[config.mk]
export PLATFORM = sky130hd
export DESIGN_NAME = bcem_node_mem
export DESIGN_NICKNAME = d
export VERILOG_FILES = /design/src/rtl/core/bcem_pkg.sv /design/src/rtl/core/bcem_node_mem.sv
export SDC_FILE = /design/constraint.sdc
export NUM_CORES = 2
export LEC_CHECK = 0
export BUFFER_PORTS_ARGS = -buffer_cell sky130_fd_sc_hd__buf_2
export CORE_UTILIZATION = 42
export DETAILED_ROUTE_END_ITERATION = 7
export PLACE_DENSITY = 0.57
export SYNTH_ARGS = -nofsm -noshare
export SYNTH_HDL_FRONTEND = slang
export SYNTH_SLANG_ARGS = --single-unit
[constraint.sdc]
create_clock -name clk -period 3.6 [get_ports clk]
set_input_delay 0.54 -clock clk [delete_from_list [all_inputs] [get_ports clk]]
set_output_delay 0.54 -clock clk [all_outputs]
set_load 0.005 [all_outputs]
[src/rtl/core/bcem_pkg.sv]
// Shared types and constants for the bounded-cycle edge marker.
// No dependencies; every other file imports this package.
package bcem_pkg;

  // Request kinds
  typedef enum logic [1:0] {
    KIND_APPEND  = 2'd0,
    KIND_COMPUTE = 2'd1,
    KIND_QUERY   = 2'd2,
    KIND_CLEAR   = 2'd3
  } kind_t;

  // Configuration register indexes
  localparam logic [1:0] CFG_NODE_COUNT = 2'd0;
  localparam logic [1:0] CFG_MAX_LEN    = 2'd1;

  localparam int KIND_W    = 2;
  localparam int NODE_W    = 8;
  localparam int NODES     = 256;
  localparam int IDX_W     = 12;
  localparam int COUNT_W   = 13;
  localparam int CFG_IDX_W = 2;
  localparam int CFG_DAT_W = 9;
  localparam int NCOUNT_W  = 9;
  localparam int MAXLEN_W  = 4;
  // wide enough for any layer count up to sixteen
  localparam int LCNT_W    = 5;

endpackage

[src/rtl/core/bcem_node_mem.sv]
// Per-node layer memory {return layers, reach layers}: two registered read
// ports and one write port. Uses bcem_pkg.
module bcem_node_mem import bcem_pkg::*; #(
  parameter int WORD_W = 16
) (
  input  logic              clk,
  input  logic [NODE_W-1:0] rd_a_addr,
  output logic [WORD_W-1:0] rd_a_data,
  input  logic [NODE_W-1:0] rd_b_addr,
  output logic [WORD_W-1:0] rd_b_data,
  input  logic              wr_en,
  input  logic [NODE_W-1:0] wr_addr,
  input  logic [WORD_W-1:0] wr_data
);

  logic [WORD_W-1:0] mem [NODES];

  always_ff @(posedge clk) begin
    if (wr_en) begin
      mem[wr_addr] <= wr_data;
    end
    rd_a_data <= mem[rd_a_addr];
    rd_b_data <= mem[rd_b_addr];
  end

endmodule

Word-level counts from Yosys, hierarchy flattened

Memory sizes are Yosys's and may differ from the RTL's. A register that Yosys moved wholly into a read port is not among the register bits.
Index checks and enable logic that the tools add are counted.

Memories: 1
Input port bits: 42
Word-level logic and storage cells: 3
Bits in writable memories: 4096
Latch bits: 0
Flip-flop bits (word level): 0
ROM bits: 0

Mux-type cells: 2
Magnitude comparators: 0
Add/subtract/negate cells: 0
Multiply operators: 0
Reductions and logical operators: 0
Bitwise logic cells: 0
Eq/ne operators: 0
Divide/modulo/power cells: 0
Shift operators: 0

Memory list:

| name | depth | width | rd ports | clocked after Yosys merged registers in | write ports | line                | RTL |
|---|---|---|---|---|---|---|---|
| mem  | 256   | 16    | 2        | 2                                       | 1           | bcem_node_mem.sv:16 | `logic [WORD_W-1:0] mem [NODES];` |

Operators by type and width:

| kind   | count |
|---|---|
| $mux 1 | 2 |

Longest topological paths before layout

Word-level depth: 2
Gate-level depth with buffers: 13
Gate-level depth less buffers: 7

Worst setup path before layout

Ideal clock, no wire load.

Path type: in2reg
From: input rd_b_addr[0]
To: register rd_b_data[10] (read register of mem)
Library setup time: 129 ps
Stages: 8
Arrival: 2677 ps
Path slack: 794 ps
Path through: buf_4 -> buf_1 -> mux4_2 -> mux4_2 -> a22oi_1 -> nand2_1 -> o31ai_1 -> nor3_1

RTL lines:

| item        | line                | RTL |
|---|---|---|
| from (decl) | bcem_node_mem.sv:9  | `input logic [NODE_W-1:0] rd_b_addr,` |
| to (decl)   | bcem_node_mem.sv:10 | `output logic [WORD_W-1:0] rd_b_data,` |

==> results by group <==
Outcome
  – Status: complete, but fails checks
  – Failing checks: capacitance limit, slew limit, setup timing

Timing
  – Final Worst Setup Slack: -0.1196 ns
  – Tcrit/Tclk final: 103.3%
  – Max Clock Freq: 268.8 MHz
  – Slew HR: -8.688%
  – Final Setup Violations: 1
  – Min Tclk post-route: 3.720 ns
  – Clock skew: 0.06126 ns
  – Unrepaired setup endpoints after global routing: no
  – Hold Vio Cnt, Final: 0
  – Worst Max-Slew Pin Slew: 1.618 ns
  – Slew Limit Fails: 4

Setup path
  – CP cell instances: buf_12 > buf_4 > buf_12 > buf_4 > mux2i_1 > o221ai_1 > o22ai_1 > a211o_1 > a2111oi_0 > and4_1 > buf_4 > and3_1
  – CP dominant cell by count: buf_4
  – Buffers & Inverters on Critical Path: 5
  – CP top delay family: compound AO/OA/AOI/OAI gates
  – FF-to-FF path depth: 9
  – Max stage delay on crit path: 1.25 ns
  – Crit Path Class: in2reg
  – Crit. End Element: flip-flop
  – Startpoint class of the critical path: input port
  – Top fanout value on the critical path: 13
  – Slowest CP cell: a2111oi_0
  – FF-to-FF End: rd_a_data[9]
  – Req. time, crit path: 4.55 ns
  – Reg-to-Reg Start: mem[184][9]
  – R2R setup slack: 0.15 ns
  – Crit path DAT: 4.67 ns

GRT
  – Global routing's busiest layer: met2
  – Vias in the first global route: 118700
  – Grt met3 use: 7.776%
  – Total global routing overflow: 0
  – Initial antenna violation count: 74
  – Tot GR Track Use: 29.88%
  – Met1 Track Usage GR: 40.80%
  – Met2 GRT Util: 45.23%
  – First-pass GRT wire length: 959.7 mm
  – Pin count of the biggest net entering global routing: 122

CTS
  – Worst-Skew Late Latency: 1.04 ns
  – # clock sinks: 4128
  – Clk slew on worst S/H paths: 0.06 ns
  – CTS root buffer: clkbuf_16
  – Inserted Clock Buffers: 437
  – CTS H-tree lvls: 5
  – CTS tree: built
  – Clock Path Buffers: 4

Power and ir drop
  – VDD IR-drop max: 0.4070 mV
  – PD cells: 486.0 nW/µm²
  – Power, Total: 109.5 mW
  – Leakage: 74.03 nW

Floorplan
  – Die Wd: 677.4 µm
  – Chip height: 677.4 µm
  – DIE AREA: 458900 µm²
  – Ports: 74
  – Core area: 453400 µm²
  – Starting Density: 42.26%
  – Row Count: 247

Route
  – Drt pass-1 iters: 7
  – Initial DRC count: 17690
  – Detailed Route WL: 698.7 mm
  – Vias per cell: 6.654
  – Antenna Nets Post-Route: 0
  – Drt drc: 0
  – DR vias: 118900
  – Routed WL per cell: 39.09 µm

Place
  – Placer Congestion: 0.9874
  – DP HPWL: 468.0 mm
  – IO Port Bufs: 73

Finish
  – Nets: 11420
  – Commonest non-fill, non-tap cell in the layout: edfxtp_1
  – # fillers: 36540
  – FF+latch area: 123600 µm²
  – Core Util, Final: 49.70%
  – P&R area growth vs syn: 17.61%
  – Area of the multi-input gates: 63960 µm²
  – Most frequent cells in the layout: edfxtp_1, mux4_2, buf_4
  – Share of layout cells above drive strength 1: 36.00%

Synth
  – Number of synthesized flops with an enable pin: 4096
  – Avg Cell Area, Syn: 18.90 µm²
  – Area of the mapped netlist: 191600 µm²
  – Gate count after technology mapping: 10140
  – Yosys cell types: 59
  – Ys async rst share: 0%
  – Top FF cell, synth: edfxtp_1
  – Sequential-to-total area share from yosys stat: 64.53%
  – Post-synth net total: 10180
  – Yosys warning count: 0
  – Yosys reg bits: 4128

Min path
  – Cell count of the worst hold path: 1
  – Min-Delay Path Class: in2reg
  – Origin of the worst min-delay path: wr_data[5]
  – Min-Delay Endpoint: mem[90][5]

Flow run
  – Max_cap viols: 2
where the power goes:
| group | internal, mW | switching [mW] |
|---|---|---|
| Sequential | 53.0 | 0.228 |
| Combinational | 4.04 | 6.21 |
| Clock | 26.4 | 19.6 |
sequential cells by signal (all words and copies together), names as in the netlist:
name,cells
mem,4096
rd_a_data,16
rd_b_data,16
worst max path at each step:
stage	from	to	slack, ns	cells after the start
2_1_floorplan	rd_b_addr[0]	rd_b_data[10]	0.79	8
3_3_place_gp	rd_a_addr[0]	rd_a_data[4]	-1.83	12
3_5_place_dp	rd_a_addr[0]	rd_a_data[15]	-0.86	12
4_1_cts	mem[59][0]	rd_a_data[0]	0.04	8
5_1_grt	mem[59][5]	rd_a_data[5]	0.09	9
6_report	rd_a_addr[0]	rd_a_data[8]	-0.12	12
cells by family (layout without fill, tap and decap cells):
| group | Yosys count | after routing | share of synthesized area [%] |
|---|---|---|---|
| AO/OA/AOI/OAI | 1414 | 1414 | 5.396 |
| buffers and inverters | 856 | 2466 | 2.466 |
| flip-flops | 4128 | 4128 | 64.53 |
| multiplexers | 2709 | 2709 | 25.18 |
| other | 0 | 151 | 0 |
| AND/OR/NAND/NOR | 1028 | 1028 | 2.427 |
per-stage QoR:
stage	hold slack (ns)	std cells	setup WS, ns	TNS (ns)	area (µm²)
after floorplan	0.6389	10140	0.7940	0	191600
after global placement	0.9263	16910	-1.830	-20.63	210500
after detailed placement	0.9165	16910	-0.8627	-16.06	210500
after CTS	0.00007955	17720	0.04135	0	224900
after global routing	0.06302	17850	0.09116	0	225300
final	0.05871	17870	-0.1196	-0.1196	225300
metal layers:
metal	part of all wire (%)	vias to the layer above	wire length, µm
li1	-	46650	-
met1	38	63630	265800
met2	45	7365	315000
met3	12	1234	80760
met4	5.3	36	36860
met5	0.031	-	214
what timing repair did:
item | in CTS | in global routing
setup buffers | 0 | 0
resized for setup | 0 | 2
endpoints found under the setup margin | 0 | 2
hold buffers | 3 | 1
endpoints found under the hold margin | 108 | 1
worst register-to-register path, stage by stage, from the launching register on:
cell      delay, ns
edfxtp_1       0.41
mux4_2         0.47
a22o_1         0.25
a221oi_1       0.24
buf_4          0.18
o22ai_1        0.09
buf_4          0.18
nor3_1         0.73
nor2_1         0.53
and3_1         0.31
Yosys cell counts, types with 4 or more instances:
library cell / instances / share of area, %
o31ai_1: 27 / 0.11
a21oi_1: 210 / 0.55
dfxtp_1: 32 / 0.33
nand2b_1: 11 / 0.036
buf_1: 102 / 0.20
nor4_1: 38 / 0.12
o311ai_0: 11 / 0.050
nor2_1: 355 / 0.70
o211ai_1: 59 / 0.23
mux4_2: 1688 / 20
and4_1: 12 / 0.055
mux2i_1: 1021 / 5.3
o21ai_0: 74 / 0.19
buf_8: 15 / 0.12
and3_1: 18 / 0.059
nand3_1: 83 / 0.22
o221ai_1: 418 / 1.9
inv_1: 4 / 0.0078
or2_2: 4 / 0.013
nor3_1: 185 / 0.48
a211o_1: 26 / 0.12
nor2b_1: 13 / 0.042
nand4_1: 30 / 0.098
edfxtp_1: 4096 / 64
a2111oi_0: 38 / 0.17
buf_12: 5 / 0.052
and4b_1: 4 / 0.021
o21bai_1: 11 / 0.043
buf_4: 100 / 0.39
a22o_1: 55 / 0.25
buf_2: 153 / 0.40
a22oi_1: 119 / 0.47
a211oi_1: 22 / 0.086
clkbuf_1: 382 / 0.75
buf_6: 92 / 0.54
nand2_1: 257 / 0.50
o22ai_1: 281 / 0.92
a221oi_1: 48 / 0.22
layout make-up:
class / instances / area share [%]
diodes: 151 / 0.1677
well taps: 5976 / 3.318
multi-input cells: 5151 / 28.39
inverters: 6 / 0.01832
repair buffers: 1650 / 6.860
clock buffers: 524 / 5.055
clock inverters: 286 / 1.324
flip-flops and latches: 4128 / 54.87
No activity file was read; power rests on OpenSTA's default activity.
